===== src/rtl/core/blos_pkg.sv =====
package blos_pkg;

  // default store depth
  localparam int CAPACITY_DEF = 16;

  // field widths
  localparam int KIND_W   = 3;
  localparam int VALUE_W  = 32;
  localparam int POS_W    = 4;
  localparam int STATUS_W = 2;
  localparam int COUNT_W  = 5;

  // operation codes
  localparam logic [KIND_W-1:0] KIND_FRONT   = 3'd0;
  localparam logic [KIND_W-1:0] KIND_APPEND  = 3'd1;
  localparam logic [KIND_W-1:0] KIND_ORDERED = 3'd2;
  localparam logic [KIND_W-1:0] KIND_CLEAR   = 3'd3;
  localparam logic [KIND_W-1:0] KIND_READ    = 3'd4;

  // status codes
  localparam logic [STATUS_W-1:0] ST_DONE  = 2'd0;
  localparam logic [STATUS_W-1:0] ST_FULL  = 2'd1;
  localparam logic [STATUS_W-1:0] ST_RANGE = 2'd2;

  // write command broadcast to every cell of the chain
  typedef struct packed {
    logic                      front;
    logic                      append;
    logic                      ordered;
    logic signed [VALUE_W-1:0] value;
  } cell_ctrl_t;

endpackage


===== src/rtl/core/blos_cell.sv =====
module blos_cell #(
  parameter int IDX = 0,
  parameter int CW  = 5
) (
  input  logic                               clk,
  input  blos_pkg::cell_ctrl_t               ctrl,
  input  logic [CW-1:0]                      count,
  input  logic signed [blos_pkg::VALUE_W-1:0] left_entry,
  input  logic                               found_in,
  output logic                               found_out,
  output logic signed [blos_pkg::VALUE_W-1:0] entry
);

  logic signed [blos_pkg::VALUE_W-1:0] entry_r;
  logic signed [blos_pkg::VALUE_W-1:0] entry_nxt;
  logic                                occupied;
  logic                                stop;
  logic                                at_end;

  // this cell holds a live entry
  assign occupied = CW'(IDX) < count;
  assign at_end   = CW'(IDX) == count;

  // ordered insert stops at the first entry not less than the value
  assign stop      = !(occupied && (entry_r < ctrl.value));
  assign found_out = found_in | stop;

  // shift from the left neighbor, take the new value, or hold
  always_comb begin
    entry_nxt = entry_r;
    if (ctrl.front) begin
      entry_nxt = left_entry;
    end else if (ctrl.append && at_end) begin
      entry_nxt = ctrl.value;
    end else if (ctrl.ordered) begin
      if (found_in) begin
        entry_nxt = left_entry;
      end else if (stop) begin
        entry_nxt = ctrl.value;
      end
    end
  end

  always_ff @(posedge clk) begin
    entry_r <= entry_nxt;
  end

  assign entry = entry_r;

endmodule


===== src/rtl/core/bounded_ordered_list_store.sv =====
// Bounded ordered list store.
// Input channel (in_valid/in_ready) carries one request: in_kind selects
// insert at front, append, ordered insert, clear or read of in_position;
// in_value is the signed value to insert.
// Result channel (out_valid/out_ready) returns one result per request:
// out_status, out_count (count after the request, low 5 bits) and
// out_read_value (entry read, zero otherwise).
// Entries live in a row of cells; every insert shifts or loads the affected
// cells in the same cycle, and each result is registered on acceptance and
// appears in the cycle after. Throughput is one request per cycle while the receiver keeps up.
// The output register holds a result while the receiver stalls; in_ready
// stays high as long as that register is empty or being drained, so a
// stalled receiver holds off new requests after one result is waiting.
// Reset empties the store (count zero) and drops any pending result.
// Cell contents are not cleared; positions at or beyond the count are
// never returned.
module bounded_ordered_list_store #(
  parameter int CAPACITY = blos_pkg::CAPACITY_DEF
) (
  input  logic                                clk,
  input  logic                                rst_n,
  input  logic                                in_valid,
  output logic                                in_ready,
  input  logic [blos_pkg::KIND_W-1:0]         in_kind,
  input  logic signed [blos_pkg::VALUE_W-1:0] in_value,
  input  logic [blos_pkg::POS_W-1:0]          in_position,
  output logic                                out_valid,
  input  logic                                out_ready,
  output logic [blos_pkg::STATUS_W-1:0]       out_status,
  output logic [blos_pkg::COUNT_W-1:0]        out_count,
  output logic signed [blos_pkg::VALUE_W-1:0] out_read_value
);

  localparam int CW     = $clog2(CAPACITY + 1);
  localparam int OCW    = blos_pkg::COUNT_W;
  localparam int NRD    = (CAPACITY < (1 << blos_pkg::POS_W)) ?
                          CAPACITY : (1 << blos_pkg::POS_W);

  logic [CW-1:0]                       count_r;
  logic [CW-1:0]                       count_nxt;
  logic                                out_valid_r;
  logic [blos_pkg::STATUS_W-1:0]       status_r;
  logic [blos_pkg::STATUS_W-1:0]       status_nxt;
  logic [OCW-1:0]                      ocount_r;
  logic signed [blos_pkg::VALUE_W-1:0] rdata_r;
  logic signed [blos_pkg::VALUE_W-1:0] rdata_nxt;

  logic                                accept;
  logic                                full;
  blos_pkg::cell_ctrl_t                ctrl;
  logic signed [blos_pkg::VALUE_W-1:0] ent  [CAPACITY];
  logic signed [blos_pkg::VALUE_W-1:0] left [CAPACITY];
  logic [CAPACITY:0]                   found;

  assign in_ready = !out_valid_r || out_ready;
  assign accept   = in_valid && in_ready;
  assign full     = count_r == CW'(CAPACITY);

  // decode the request into next count, status, read data and cell command
  always_comb begin
    count_nxt    = count_r;
    status_nxt   = blos_pkg::ST_DONE;
    rdata_nxt    = '0;
    ctrl.front   = 1'b0;
    ctrl.append  = 1'b0;
    ctrl.ordered = 1'b0;
    ctrl.value   = in_value;
    case (in_kind)
      blos_pkg::KIND_FRONT, blos_pkg::KIND_APPEND, blos_pkg::KIND_ORDERED: begin
        if (full) begin
          status_nxt = blos_pkg::ST_FULL;
        end else begin
          count_nxt    = count_r + CW'(1);
          ctrl.front   = accept && (in_kind == blos_pkg::KIND_FRONT);
          ctrl.append  = accept && (in_kind == blos_pkg::KIND_APPEND);
          ctrl.ordered = accept && (in_kind == blos_pkg::KIND_ORDERED);
        end
      end
      blos_pkg::KIND_CLEAR: begin
        count_nxt = '0;
      end
      blos_pkg::KIND_READ: begin
        if ((32'(in_position) < 32'(count_r)) && (32'(in_position) < 32'(CAPACITY))) begin
          for (int i = 0; i < NRD; i++) begin
            if (in_position == blos_pkg::POS_W'(i)) begin
              rdata_nxt = ent[i];
            end
          end
        end else begin
          status_nxt = blos_pkg::ST_RANGE;
        end
      end
      default: begin
      end
    endcase
  end

  // row of entry cells, each fed by its left neighbor (the first by in_value)
  assign found[0] = 1'b0;

  for (genvar g = 0; g < CAPACITY; g++) begin : g_cell
    if (g == 0) begin : g_head
      assign left[g] = in_value;
    end else begin : g_body
      assign left[g] = ent[g-1];
    end

    blos_cell #(
      .IDX (g),
      .CW  (CW)
    ) u_cell (
      .clk        (clk),
      .ctrl       (ctrl),
      .count      (count_r),
      .left_entry (left[g]),
      .found_in   (found[g]),
      .found_out  (found[g+1]),
      .entry      (ent[g])
    );
  end

  // count and result valid
  always_ff @(posedge clk) begin
    if (!rst_n) begin
      count_r     <= '0;
      out_valid_r <= 1'b0;
    end else begin
      if (accept) begin
        count_r     <= count_nxt;
        out_valid_r <= 1'b1;
      end else if (out_ready) begin
        out_valid_r <= 1'b0;
      end
    end
  end

  // result payload
  always_ff @(posedge clk) begin
    if (accept) begin
      status_r <= status_nxt;
      ocount_r <= OCW'(count_nxt);
      rdata_r  <= rdata_nxt;
    end
  end

  assign out_valid      = out_valid_r;
  assign out_status     = status_r;
  assign out_count      = ocount_r;
  assign out_read_value = rdata_r;

endmodule

===== config.mk =====
export PLATFORM = sky130hd
export DESIGN_NAME = bounded_ordered_list_store
export DESIGN_NICKNAME = d
export VERILOG_FILES = /design/src/rtl/core/blos_pkg.sv /design/src/rtl/core/blos_cell.sv /design/src/rtl/core/bounded_ordered_list_store.sv
export SDC_FILE = /design/constraint.sdc
export NUM_CORES = 2
export LEC_CHECK = 0
export BUFFER_PORTS_ARGS = -buffer_cell sky130_fd_sc_hd__buf_2
export CAP_MARGIN = 10
export CORE_MARGIN = 5
export CORE_UTILIZATION = 60
export CTS_CLUSTER_DIAMETER = 200
export DETAILED_ROUTE_END_ITERATION = 16
export GPL_ROUTABILITY_DRIVEN = 0
export HOLD_SLACK_MARGIN = 0.06
export PLACE_DENSITY = 0.77
export SYNTH_ARGS = -nofsm -noshare
export SYNTH_HDL_FRONTEND = slang
export SYNTH_SLANG_ARGS = --single-unit

===== constraint.sdc =====
create_clock -name clk -period 7.9 [get_ports clk]
set_input_delay 1.58 -clock clk [delete_from_list [all_inputs] [get_ports clk]]
set_output_delay 1.58 -clock clk [all_outputs]
set_load 0.01 [all_outputs]

==> summary.md <==
| Metric | Value |
|---|---|
| Power density over cell area | 174.5 mW/mm2 |
| Slew @ Worst Pin | 1.269 ns |
| Pleak | 15.74 nW |
| Syn Nets | 3731 |
| Top-Level Pins | 84 |
| Nets | 3814 |
| Hold-critical path depth | 2 |
| Slowest CP cell | nor4_1 |
| Top-area cell type share of the netlist area | 43.85% |
| DRC | 0 |
| Initial antenna violation count | 3 |
| Crit path DAT | 6.97 ns |
| Crit Path Class | in -> reg |
| First-pass iteration count of the detailed router | 6 |
| Die Height | 260.8 um |
| Worst setup margin | 1.319 ns |
| PortBufs | 83 |
| GR Layer Usage met3 | 6.821% |
| Critical path endpoint category | register |
| Largest family of logic cells by synthesized area | adder cells |
| R2R setup slack | 2.77 ns |
| Status | finished clean |
| Fin Hold WS | 0.5617 ns |
| CTS tree | done |
| Worst Hold Path EP | out_valid |
| Post-CTS setup buffer count | 0 |
| Routed vias/inst | 7.143 |
| Fin Setup TNS | 0 ns |
| Post-synth EDFFs | 551 |
| # setup viols final | 0 |
| Clock Path Buffers | 3 |
| Fin. max-slew vios | 0 |
| Pwr Total | 0.007228 W |
| Cell area after synthesis | 0.03773 mm2 |
| Post-synthesis compound-gate area fraction | 14.14% |
| Site row count | 92 |
| Ys Warns | 0 |
| Clock skew | 0.03159 ns |
| Area post-placement | 0.03943 mm2 |
| Pre-CTS setup slack | 0.9795 ns |
| Reg-to-Reg End | g_cell[14].u_cell.entry[5] |
| Period minus WS final | 6.581 ns |
| CP startpoint kind | input port |
| Final instance area | 0.04142 mm2 |
| Worst reg2reg startpoint | count_r[2] |
| CP Cell Sequence | buf_2 -> inv_1 -> ha_1 -> nand4_1 -> nor4_1 -> o211ai_1 -> a41oi_1 -> a211oi_1 -> mux2i_1 -> nor3_2 -> nand4_2 -> o31ai_4 -> buf_4 -> mux2_2 |
| Grt ovf | 0 |
| Final Hold Vio Count | 0 |
| Max-cap viol count | 0 |
| Synth cell types | 79 |
| Commonest non-fill, non-tap cells in the layout | edfxtp_1, ha_1, mux2_2, a21oi_1, o21ai_0 |
| FILL cells | 4530 |
| CP top delay family | simple AND/OR/NAND/NOR gates |
| Die W | 260.8 um |
| Overall routed net length | 117100 um |
| Top cells by area, synth | edfxtp_1, ha_1, mux2_2, a21oi_1, o21ai_0 |
| Synth Area in Adders | 16.65% |
| CP Data Required Time | 8.29 ns |
| Post-synthesis xor/xnor area fraction | 0.09285% |
| Starting Density | 60.15% |
| Average wire per cell in the routed design | 28.10 um |
| FMAX | 0.1520 GHz |
| Buf+Inv Stages, Crit Path | 3 |
| First-pass GRT wire length | 175400 um |
| Worst-path clk slew | 0.06 ns |
| VDD IR-drop max | 0.1816 mV |
| H-tree Lvls | 2 |
| Syn Area/Cell | 11.84 um2 |
| Final cycle utilization of the critical path | 83.30% |
| Vias in the first global route | 29.35k |
| Hold WC Path Type | reg -> reg |
| Post-synthesis cell count | 3186 |
| Proportion of layout cells with a drive suffix above 1 | 22.57% |
| Area grow syn2layout | 9.769% |
| Worst Reg-to-Reg Cells | 9 |
| Leading area contributor after synthesis | edfxtp_1 |
| Clock root buffer | clkbuf_16 |
| Met1 GRT Util | 45.21% |
| Main synth FF type | edfxtp_1 |
| Resized Gates After CTS | 0 |
| CTS buffer count | 60 |
| Simple-gate share of the synthesized area | 8.104% |
| Via count | 29.76k |
| Ys async rst share | 0% |
| Most common cell after layout, fill and taps aside | edfxtp_1 |
| Min-delay src | out_valid |
| Post-synthesis mux area share | 14.62% |
| Critical path launch point | in_value[31] |
| Largest net degree at the start of global routing | 44 |
| Max-slew headroom | 15.18% |
| Clock Latency Late Sink | 0.65 ns |
| Yosys reg bits | 557 |
| RSZ-0062 raised after global routing | false |
| Detailed Route Iter0 Violations | 3892 |
| Seq/Total Area, Yosys | 44.17% |
| DRT antenna net count | 0 |
| M2 GR Usage | 51.30% |
| HPWL Detailed | 86280 um |
| # hold bufs at CTS | 0 |
| Crit path largest cell delay | 0.81 ns |
| CTS Sinks | 557 |
| GRT Max-Usage Layer | met2 |
| Gr usage total | 33.41% |
| Die area | 0.06800 mm2 |
| CP max FO | 32 |
| Core area | 0.06274 mm2 |
==> worst register-to-register path, delay by kind of cell, from the launching register on <==
family / cells / cell delay, ns
simple gates: 4 / 1.98
compound gates: 3 / 1.62
buf+inv: 2 / 0.73
flops: 1 / 0.53
==> layout make-up <==
| class | count | area, um2 | share of cell area (%) |
|---|---|---|---|
| antenna | 3 | 7.507 | 0.01813 |
| clock buffer | 70 | 1590 | 3.840 |
| clock inverter | 41 | 391.6 | 0.9455 |
| inverter | 53 | 198.9 | 0.4803 |
| multi-input combinational | 2431 | 20470 | 49.42 |
| sequential | 557 | 16670 | 40.24 |
| tap | 846 | 1059 | 2.556 |
| timing repair buffer | 166 | 1039 | 2.507 |
==> worst max path at each step <==
stage | endpoint | slack, ns | depth (start not counted)
5_1_grt | g_cell[14].u_cell.entry[5] | 1.36 | 14
2_1_floorplan | g_cell[5].u_cell.entry[0] | 1.26 | 11
6_report | g_cell[15].u_cell.entry[0] | 1.32 | 14
4_1_cts | g_cell[15].u_cell.entry[31] | 1.58 | 14
3_5_place_dp | g_cell[15].u_cell.entry[31] | 0.98 | 14
3_3_place_gp | g_cell[15].u_cell.entry[31] | 0.99 | 14
==> registers in the layout, indices dropped and copies added, names as in the netlist <==
name                 cells
count_r                  5
g_cell.u_cell.entry    512
out_count                5
out_read_value          32
out_status               2
out_valid                1
==> cell families (layout without fill, tap and decap cells) <==
group	Yosys count	count (layout)
compound gates	826	826
simple gates	619	619
flops	557	557
fa+ha+maj	502	502
mux	480	480
buf+inv	198	330
xor+xnor	4	4
other cells	0	3
==> through the flow <==
step           util, %  cells
6_report         66.02   4167
5_1_grt          66.02   4166
4_1_cts          66.01   4164
3_5_place_dp     62.85   4053
3_3_place_gp     62.85   4053
2_1_floorplan        -   3186
==> cell usage after synthesis, types with 39 or more instances <==
library cell    n
nand3_1        90
a21oi_1       218
a211oi_1       43
ha_1          502
a22oi_1        95
edfxtp_1      551
nand2_1       146
nor2_1        151
a31oi_1        39
nand4_1        82
nor3_1         41
clkbuf_1       96
o21ai_0       185
a21o_1         54
mux2_2        410
inv_1          50
==> per-layer routing <==
layer / part of all wire (%) / vias up / wire length, um
li1: - / 12940 / -
met1: 38 / 14380 / 44860
met2: 44 / 2025 / 51670
met3: 12 / 417 / 13550
met4: 6.0 / 2 / 7009
met5: 0.011 / - / 13
==> power by group <==
group	leakage [nW]	switching (W)	internal, W
logic	9.64	0.000621	0.000333
registers	5.11	0.0000600	0.00333
clock network	0.986	0.00122	0.00166
total	15.7	0.00190	0.00532
Note: power is estimated with default switching activity, not from simulation.
